<file path="src/sv/sau_pkg.sv">
package sau_pkg;

    localparam int STACK_DEPTH = 64;
    localparam int WORD_W      = 32;
    localparam int ADD_W       = WORD_W + 1;
    localparam int CNT_W       = $clog2(STACK_DEPTH + 1);
    localparam int IDX_W       = $clog2(STACK_DEPTH);
    localparam int STEP_W      = $clog2(WORD_W);
    localparam int CMD_W       = 3;
    localparam int STATUS_W    = 2;
    localparam int DEPTH_W     = 7;

    typedef logic [CMD_W-1:0]    t_cmd;
    typedef logic [STATUS_W-1:0] t_status;

    localparam t_cmd CMD_PUSH = 3'd0;
    localparam t_cmd CMD_ADD  = 3'd1;
    localparam t_cmd CMD_SUB  = 3'd2;
    localparam t_cmd CMD_DIV  = 3'd3;
    localparam t_cmd CMD_MUL  = 3'd4;
    localparam t_cmd CMD_MOD  = 3'd5;

    localparam t_status STATUS_OK      = 2'd0;
    localparam t_status STATUS_SHORT   = 2'd1;
    localparam t_status STATUS_DIVZERO = 2'd2;
    localparam t_status STATUS_FULL    = 2'd3;

    typedef enum logic [2:0] {
        S_IDLE,
        S_LOAD,
        S_MUL,
        S_DIV,
        S_FIX,
        S_DONE
    } t_state;

endpackage

</file>
<file path="src/sv/sau_cmd_if.sv">
interface sau_cmd_if;
    logic                       valid;
    logic                       ready;
    logic [sau_pkg::CMD_W-1:0]  command;
    logic signed [sau_pkg::WORD_W-1:0] push_value;

    modport source (output valid, output command, output push_value, input ready);
    modport sink   (input valid, input command, input push_value, output ready);
endinterface

</file>
<file path="src/sv/sau_res_if.sv">
interface sau_res_if;
    logic                          valid;
    logic                          ready;
    logic [sau_pkg::STATUS_W-1:0]  status;
    logic signed [sau_pkg::WORD_W-1:0] top_value;
    logic [sau_pkg::DEPTH_W-1:0]   stack_depth;

    modport source (output valid, output status, output top_value, output stack_depth,
                    input ready);
    modport sink   (input valid, input status, input top_value, input stack_depth,
                    output ready);
endinterface

</file>
<file path="src/sv/stack_arithmetic_unit.sv">
// Stack of 64 signed 32-bit words driven by push/add/sub/div/mul/mod commands,
// one result transfer per command. All entries sit in a RAM with one write and
// one read port; the top entry is also held in a register. Push, errors and
// unused codes go straight to the done state; add and sub pass through the load
// and fix states, and mul, div and mod also run the 32-step shift-add /
// restoring-divide loop on the one shared 33-bit adder between load and fix.
// The done state waits while the output register holds an untaken result.
// A new command is taken only when the sequencer is idle; a finished result
// may still sit in the output register while the next command is accepted.
module stack_arithmetic_unit (
    input  logic      i_clk,
    input  logic      i_rst_n,
    sau_cmd_if.sink   i_cmd,
    sau_res_if.source o_res
);

    logic [sau_pkg::WORD_W-1:0] r_mem [sau_pkg::STACK_DEPTH];
    logic [sau_pkg::WORD_W-1:0] r_rd;

    sau_pkg::t_state            r_state, n_state;
    logic [sau_pkg::CNT_W-1:0]  r_count, n_count;
    logic [sau_pkg::WORD_W-1:0] r_top, n_top;
    sau_pkg::t_status           r_status, n_status;
    sau_pkg::t_cmd              r_cmd, n_cmd;
    logic [sau_pkg::WORD_W-1:0] r_rem, n_rem;
    logic [sau_pkg::WORD_W-1:0] r_quo, n_quo;
    logic [sau_pkg::WORD_W-1:0] r_dvs, n_dvs;
    logic                       r_neg_q, n_neg_q;
    logic                       r_neg_r, n_neg_r;
    logic [sau_pkg::STEP_W-1:0] r_step, n_step;

    logic                        r_out_valid, n_out_valid;
    sau_pkg::t_status            r_out_status, n_out_status;
    logic [sau_pkg::WORD_W-1:0]  r_out_top, n_out_top;
    logic [sau_pkg::DEPTH_W-1:0] r_out_depth, n_out_depth;

    logic                       w_we;
    logic [sau_pkg::IDX_W-1:0]  w_addr;
    logic [sau_pkg::WORD_W-1:0] w_data;
    logic [sau_pkg::CNT_W-1:0]  w_cnt_m2;
    logic [sau_pkg::IDX_W-1:0]  w_rd_addr;
    logic                       w_fix_neg;

    logic [sau_pkg::ADD_W-1:0]  add_a, add_b, add_sum;
    logic                       add_sub;

    localparam logic [sau_pkg::STEP_W-1:0] STEP_LAST = sau_pkg::STEP_W'(sau_pkg::WORD_W - 1);

    assign w_cnt_m2  = r_count - sau_pkg::CNT_W'(2);
    assign w_rd_addr = w_cnt_m2[sau_pkg::IDX_W-1:0];

    // shared adder / subtractor
    assign add_sum = add_a + (add_sub ? ~add_b : add_b) + sau_pkg::ADD_W'(add_sub);

    always_ff @(posedge i_clk) begin
        if (w_we) begin
            r_mem[w_addr] <= w_data;
        end
        r_rd <= r_mem[w_rd_addr];
    end

    always_ff @(posedge i_clk) begin
        if (!i_rst_n) begin
            r_state     <= sau_pkg::S_IDLE;
            r_count     <= '0;
            r_out_valid <= 1'b0;
        end else begin
            r_state     <= n_state;
            r_count     <= n_count;
            r_out_valid <= n_out_valid;
        end
    end

    always_ff @(posedge i_clk) begin
        r_top        <= n_top;
        r_status     <= n_status;
        r_cmd        <= n_cmd;
        r_rem        <= n_rem;
        r_quo        <= n_quo;
        r_dvs        <= n_dvs;
        r_neg_q      <= n_neg_q;
        r_neg_r      <= n_neg_r;
        r_step       <= n_step;
        r_out_status <= n_out_status;
        r_out_top    <= n_out_top;
        r_out_depth  <= n_out_depth;
    end

    always_comb begin
        n_state      = r_state;
        n_count      = r_count;
        n_top        = r_top;
        n_status     = r_status;
        n_cmd        = r_cmd;
        n_rem        = r_rem;
        n_quo        = r_quo;
        n_dvs        = r_dvs;
        n_neg_q      = r_neg_q;
        n_neg_r      = r_neg_r;
        n_step       = r_step;
        n_out_valid  = r_out_valid;
        n_out_status = r_out_status;
        n_out_top    = r_out_top;
        n_out_depth  = r_out_depth;
        w_we         = 1'b0;
        w_addr       = r_count[sau_pkg::IDX_W-1:0];
        w_data       = r_top;
        w_fix_neg    = 1'b0;
        add_a        = '0;
        add_b        = '0;
        add_sub      = 1'b0;

        if (o_res.ready) begin
            n_out_valid = 1'b0;
        end

        case (r_state)
            sau_pkg::S_IDLE: begin
                if (i_cmd.valid) begin
                    n_cmd    = i_cmd.command;
                    n_status = sau_pkg::STATUS_OK;
                    n_state  = sau_pkg::S_DONE;
                    case (i_cmd.command)
                        sau_pkg::CMD_PUSH: begin
                            if (r_count >= sau_pkg::CNT_W'(sau_pkg::STACK_DEPTH)) begin
                                n_status = sau_pkg::STATUS_FULL;
                            end else begin
                                w_we    = 1'b1;
                                w_addr  = r_count[sau_pkg::IDX_W-1:0];
                                w_data  = i_cmd.push_value;
                                n_top   = i_cmd.push_value;
                                n_count = r_count + sau_pkg::CNT_W'(1);
                            end
                        end
                        sau_pkg::CMD_ADD, sau_pkg::CMD_SUB, sau_pkg::CMD_MUL: begin
                            if (r_count < sau_pkg::CNT_W'(2)) begin
                                n_status = sau_pkg::STATUS_SHORT;
                            end else begin
                                n_state = sau_pkg::S_LOAD;
                            end
                        end
                        sau_pkg::CMD_DIV, sau_pkg::CMD_MOD: begin
                            if (r_count < sau_pkg::CNT_W'(2)) begin
                                n_status = sau_pkg::STATUS_SHORT;
                            end else if (r_top == '0) begin
                                n_status = sau_pkg::STATUS_DIVZERO;
                            end else begin
                                n_state = sau_pkg::S_LOAD;
                            end
                        end
                        default: ;
                    endcase
                end
            end
            sau_pkg::S_LOAD: begin
                // r_rd holds the second entry
                add_a   = {1'b0, r_rd};
                add_b   = {1'b0, r_top};
                add_sub = (r_cmd == sau_pkg::CMD_SUB);
                n_rem   = add_sum[sau_pkg::WORD_W-1:0];
                n_step  = '0;
                n_neg_q = r_rd[sau_pkg::WORD_W-1] ^ r_top[sau_pkg::WORD_W-1];
                n_neg_r = r_rd[sau_pkg::WORD_W-1];
                case (r_cmd)
                    sau_pkg::CMD_MUL: begin
                        n_quo   = r_top;
                        n_dvs   = r_rd;
                        n_rem   = '0;
                        n_state = sau_pkg::S_MUL;
                    end
                    sau_pkg::CMD_DIV, sau_pkg::CMD_MOD: begin
                        n_quo   = r_rd[sau_pkg::WORD_W-1] ? -r_rd : r_rd;
                        n_dvs   = r_top[sau_pkg::WORD_W-1] ? -r_top : r_top;
                        n_rem   = '0;
                        n_state = sau_pkg::S_DIV;
                    end
                    default: begin
                        n_state = sau_pkg::S_FIX;
                    end
                endcase
            end
            sau_pkg::S_MUL: begin
                add_a  = {1'b0, r_rem};
                add_b  = r_quo[0] ? {1'b0, r_dvs} : '0;
                n_rem  = add_sum[sau_pkg::WORD_W-1:0];
                n_dvs  = {r_dvs[sau_pkg::WORD_W-2:0], 1'b0};
                n_quo  = {1'b0, r_quo[sau_pkg::WORD_W-1:1]};
                n_step = r_step + sau_pkg::STEP_W'(1);
                if (r_step == STEP_LAST) begin
                    n_state = sau_pkg::S_FIX;
                end
            end
            sau_pkg::S_DIV: begin
                add_a   = {r_rem, r_quo[sau_pkg::WORD_W-1]};
                add_b   = {1'b0, r_dvs};
                add_sub = 1'b1;
                if (!add_sum[sau_pkg::WORD_W]) begin
                    n_rem = add_sum[sau_pkg::WORD_W-1:0];
                end else begin
                    n_rem = {r_rem[sau_pkg::WORD_W-2:0], r_quo[sau_pkg::WORD_W-1]};
                end
                n_quo  = {r_quo[sau_pkg::WORD_W-2:0], !add_sum[sau_pkg::WORD_W]};
                n_step = r_step + sau_pkg::STEP_W'(1);
                if (r_step == STEP_LAST) begin
                    n_state = sau_pkg::S_FIX;
                end
            end
            sau_pkg::S_FIX: begin
                // sign fix and write-back over the top two entries
                add_sub = 1'b1;
                add_b   = {1'b0, (r_cmd == sau_pkg::CMD_DIV) ? r_quo : r_rem};
                case (r_cmd)
                    sau_pkg::CMD_DIV: w_fix_neg = r_neg_q;
                    sau_pkg::CMD_MOD: w_fix_neg = r_neg_r;
                    default:          w_fix_neg = 1'b0;
                endcase
                w_data  = w_fix_neg ? add_sum[sau_pkg::WORD_W-1:0]
                                    : add_b[sau_pkg::WORD_W-1:0];
                w_we    = 1'b1;
                w_addr  = w_rd_addr;
                n_top   = w_data;
                n_count = r_count - sau_pkg::CNT_W'(1);
                n_state = sau_pkg::S_DONE;
            end
            sau_pkg::S_DONE: begin
                if (!r_out_valid || o_res.ready) begin
                    n_out_valid  = 1'b1;
                    n_out_status = r_status;
                    n_out_top    = (r_count == '0) ? '0 : r_top;
                    n_out_depth  = sau_pkg::DEPTH_W'(r_count);
                    n_state      = sau_pkg::S_IDLE;
                end
            end
            default: begin
                n_state = sau_pkg::S_IDLE;
            end
        endcase
    end

    assign i_cmd.ready       = (r_state == sau_pkg::S_IDLE);
    assign o_res.valid       = r_out_valid;
    assign o_res.status      = r_out_status;
    assign o_res.top_value   = r_out_top;
    assign o_res.stack_depth = r_out_depth;

    a_count_bound: assert property (@(posedge i_clk) disable iff (!i_rst_n)
        r_count <= sau_pkg::CNT_W'(sau_pkg::STACK_DEPTH))
        else $error("stack count beyond depth");

    a_count_step: assert property (@(posedge i_clk) disable iff (!i_rst_n)
        $past(i_rst_n) |-> (r_count == $past(r_count) ||
                            r_count == $past(r_count) + sau_pkg::CNT_W'(1) ||
                            r_count == $past(r_count) - sau_pkg::CNT_W'(1)))
        else $error("stack count moved by more than one");

    a_out_from_done: assert property (@(posedge i_clk) disable iff (!i_rst_n)
        $rose(r_out_valid) |-> $past(r_state) == sau_pkg::S_DONE)
        else $error("result loaded outside done state");

endmodule
</file>
<file path="src/flat_wrapper.sv">
// flat-port wrapper written by rule: the top's interface ports become plain ports
module stack_arithmetic_unit_flat 
  (i_clk, i_rst_n, i_cmd_valid, i_cmd_command, i_cmd_push_value, i_cmd_ready, o_res_valid, o_res_status, o_res_top_value, o_res_stack_depth, o_res_ready);
  sau_cmd_if i_cmd_i ();
  sau_res_if o_res_i ();
  input  logic i_clk;
  input  logic i_rst_n;
  input wire logic [$bits(i_cmd_i.valid)-1:0] i_cmd_valid;
  input wire logic [$bits(i_cmd_i.command)-1:0] i_cmd_command;
  input wire logic [$bits(i_cmd_i.push_value)-1:0] i_cmd_push_value;
  output wire logic [$bits(i_cmd_i.ready)-1:0] i_cmd_ready;
  output wire logic [$bits(o_res_i.valid)-1:0] o_res_valid;
  output wire logic [$bits(o_res_i.status)-1:0] o_res_status;
  output wire logic [$bits(o_res_i.top_value)-1:0] o_res_top_value;
  output wire logic [$bits(o_res_i.stack_depth)-1:0] o_res_stack_depth;
  input wire logic [$bits(o_res_i.ready)-1:0] o_res_ready;
  assign i_cmd_i.valid = i_cmd_valid;
  assign i_cmd_i.command = i_cmd_command;
  assign i_cmd_i.push_value = i_cmd_push_value;
  assign i_cmd_ready = i_cmd_i.ready;
  assign o_res_valid = o_res_i.valid;
  assign o_res_status = o_res_i.status;
  assign o_res_top_value = o_res_i.top_value;
  assign o_res_stack_depth = o_res_i.stack_depth;
  assign o_res_i.ready = o_res_ready;
  stack_arithmetic_unit u_core (.i_clk(i_clk), .i_rst_n(i_rst_n), .i_cmd(i_cmd_i), .o_res(o_res_i));
endmodule
</file>
<file path="config.mk">
export PLATFORM = sky130hd
export DESIGN_NAME = stack_arithmetic_unit_flat
export DESIGN_NICKNAME = d
export VERILOG_FILES = /design/src/sv/sau_pkg.sv /design/src/sv/sau_cmd_if.sv /design/src/sv/sau_res_if.sv /design/src/sv/stack_arithmetic_unit.sv /design/src/flat_wrapper.sv
export SDC_FILE = /design/constraint.sdc
export NUM_CORES = 2
export LEC_CHECK = 0
export BUFFER_PORTS_ARGS = -buffer_cell sky130_fd_sc_hd__buf_2
export CORE_MARGIN = 2
export CORE_UTILIZATION = 28
export DETAILED_ROUTE_END_ITERATION = 7
export PLACE_DENSITY = 0.53
export SYNTH_ARGS = -nofsm -noshare
export SYNTH_HDL_FRONTEND = slang
export SYNTH_SLANG_ARGS = --single-unit
export TNS_END_PERCENT = 20
</file>
<file path="constraint.sdc">
create_clock -name i_clk -period 15.6 [get_ports i_clk]
set_input_delay 0.78 -clock i_clk [delete_from_list [all_inputs] [get_ports i_clk]]
set_output_delay 0.78 -clock i_clk [all_outputs]
set_load 0.05 [all_outputs]
</file>
==> impl_metrics.env <==
export IMPL_outcome="finished, final reports clean"
export IMPL_seq_area_um2=67500
export IMPL_p_leak_nw=32.8
export IMPL_cts_max_path_buffers=3
export IMPL_synthDistinctLibCells=74
export IMPL_cts_resized=0
export IMPL_cts_sinks=2272
export IMPL_cts_tree="yes"
export IMPL_area_growth_pct=15.8
export IMPL_ys_flop_type="edfxtp_1"
export IMPL_worst_path_max_fanout=66
export IMPL_gp_congestion=0.853
export IMPL_clk_transition_reported_paths_ps=60
export IMPL_peakVddDrop_v=0.000220
export IMPL_htreeDepth=4
export IMPL_hold_viol=0
export IMPL_synth_nets=4710
export IMPL_synthArstFlopShare_pct=0
export IMPL_wl_um=255000
export IMPL_cp_arrival_ps=8690
export IMPL_rsz0062_at_grt="no"
export IMPL_fillCellCount=31300
export IMPL_cts_root_buf="clkbuf_16"
export IMPL_grt_pass1_vias=48100
export IMPL_fin_skew_ps=51.2
export IMPL_synth_area_per_cell_um2=20.0
export IMPL_critPathCaptureType="flip-flop"
export IMPL_drt_wirelength_per_cell_um=27.1
export IMPL_combPwrFrac_pct=39.4
export IMPL_vias=47600
export IMPL_finalCritPeriodShare_pct=51.9
export IMPL_syn_cell_area_um2=92700
export IMPL_yosysWarningCount=0
export IMPL_core_area_um2=330000
export IMPL_p_per_area_nw_per_um2=224
export IMPL_antenna_found_initial=18
export IMPL_timing_rr_start="u_core.r_state[0]"
export IMPL_setup_viol=0
export IMPL_synthTopCellsByCount="edfxtp_1 (2197), mux4_2 (662), clkbuf_1 (216)"
export IMPL_cts_buffers=230
export IMPL_cts_hold_buffers=0
export IMPL_finalMaxSlewViolations=0
export IMPL_drtPass1Iterations=6
export IMPL_die_h_um=580
export IMPL_switchingPower_mw=8.91
export IMPL_synth_seq_cells=2272
export IMPL_overflow=0
export IMPL_period_needed_ps=8100
export IMPL_multi_input_area_um2=25100
export IMPL_post_cts_buffers=0
export IMPL_synth_edff_count=2197
export IMPL_hp_class="in -> reg"
export IMPL_clock_latency_ps=890
export IMPL_hpwlAfterDp_um=143000
export IMPL_placed_cells=8952
export IMPL_synthCells=4627
export IMPL_yosysMostFrequentCell="edfxtp_1"
export IMPL_tightest_slew_ps=1390
export IMPL_start_util_pct=28.1
export IMPL_max_freq_ghz=0.123
export IMPL_p_int_mw=15.2
export IMPL_grt_pass1_wl_um=363000
export IMPL_die_x_um=580
export IMPL_hp_start="i_cmd_command[1]"
export IMPL_cap_violations=0
export IMPL_cp_required_ps=16190
export IMPL_critPathLaunch="u_core.r_state[0]"
export IMPL_port_buffers=81
export IMPL_viasPerCell=5.07
export IMPL_nNetsFinal=4901
export IMPL_ios=82
export IMPL_drc=0
export IMPL_grt_max_degree=99
export IMPL_drive_gt1_share_pct=28.0
export IMPL_p_total_mw=24.1
export IMPL_die_area_um2=336000
export IMPL_relSlewSlack_pct=7.34
export IMPL_synth_top_cell_area_share_pct=71.1
export IMPL_share_seq_of_total_power_pct=37.8
export IMPL_synthTopCellsByArea="edfxtp_1 (71%), mux4_2 (16%), dfxtp_1 (1.6%), mux2i_1 (1.4%), clkbuf_1 (0.87%)"
export IMPL_synth_top_area_cell="edfxtp_1"
export IMPL_setup_tns_ps=0
export IMPL_final_cells=9391
export IMPL_worst_setup_path_start_kind="flip-flop"
export IMPL_antenna_left=0
export IMPL_drt_iter0_drc=5324
export IMPL_p_clk_share_pct=22.8
export IMPL_crit_type="reg -> reg"
export IMPL_yosysSeqAreaShare_pct=72.8
export IMPL_rows=211
export IMPL_swShare_pct=37.0
export IMPL_grtUsageTotal_pct=15.0
-- worst max-delay path, stage by stage, from the launching register on --
cell and delay, ps:
dfxtp_4 920, or3b_2 800, clkinv_1 870, buf_4 520, a222oi_1 400, xnor2_1 110
ha_1 400, a41o_1 260, a221oi_1 380, and3b_1 250, a2111oi_1 800, a21oi_1 300
a31o_2 330, or2_2 280, xnor2_1 260, mux2i_1 170, o21ai_4 160, buf_4 490
-- state kept, by name, summed over array words and instances (netlist names), 2 cells and up --
signal,flops
u_core.r_cmd,3
u_core.r_status,2
u_core.r_count,7
u_core.o_res.top_value,32
u_core.r_mem,2048
u_core.r_step,5
u_core.r_state,3
u_core.r_rem,32
u_core.r_top,32
u_core.r_rd,32
u_core.o_res.stack_depth,7
u_core.r_dvs,32
u_core.o_res.status,2
u_core.r_quo,32
-- final cells by class --
cell class	count	share of cell area (%)
Sequential cell	2272	62.8
Tap cell	4366	5.09
Multi-Input combinational cell	2043	23.4
Clock inverter	132	1.33
Antenna cell	14	0.0326
Clock buffer	293	5.72
Inverter	25	0.0874
Timing Repair Buffer	246	1.54
-- stage by stage --
stage / cell area [um^2] / util (%) / hold slack (ps) / worst slack (ps)
floorplan: 92700 / - / 400 / 7540
global placement: 99800 / 30.2 / 423 / 7650
detailed placement: 99800 / 30.2 / 424 / 7550
CTS: 107000 / 32.5 / 147 / 7520
global route: 107000 / 32.5 / 185 / 7000
finish: 107000 / 32.5 / 210 / 7500
-- placed cells by master (no fill, tap or decap), drive strengths merged, types with 52 or more instances in the layout --
master,count
edfxtp,2197
mux4,662
clkbuf,293
buf,246
nor2,195
a21oi,153
nand2,143
o21ai,127
mux2i,126
clkinv,106
xor2,79
a211oi,77
dfxtp,75
xnor2,52
-- layer usage --
layer	routed length [um]	track usage (%)
met1	111000	21.0
met2	121000	24.1
met3	16600	2.53
met4	6220	4.01
met5	18	0
-- power groups by stage --
stage	clock [mW]	combinational [mW]	sequential, mW
final	5.50	9.48	9.09
after global routing	5.86	10.2	9.13
after CTS	5.62	9.53	9.08
after detailed placement	0	9.50	9.21
after global placement	0	9.37	9.19
after floorplan	0	5.95	9.14
-- worst paths after layout --
path                       endpoint  slack, ps  depth (start not counted)
max            u_core.r_mem[59][28]       7500                         17
max reg2reg    u_core.r_mem[59][28]       7500                         17
min reg2reg  u_core.o_res.status[0]        440                          0
min                 u_core.r_cmd[1]        210                          1
-- kinds of logic after synthesis --
logic type | share of synthesized area, %
buffers and inverters | 1.28
XOR/XNOR | 1.24
multiplexers | 17.8
flip-flops | 72.8
adder cells (fa/ha/maj) | 0.610
AND/OR/NAND/NOR | 2.55
AO/OA/AOI/OAI | 3.79
Note: power is estimated with default switching activity, not from simulation.
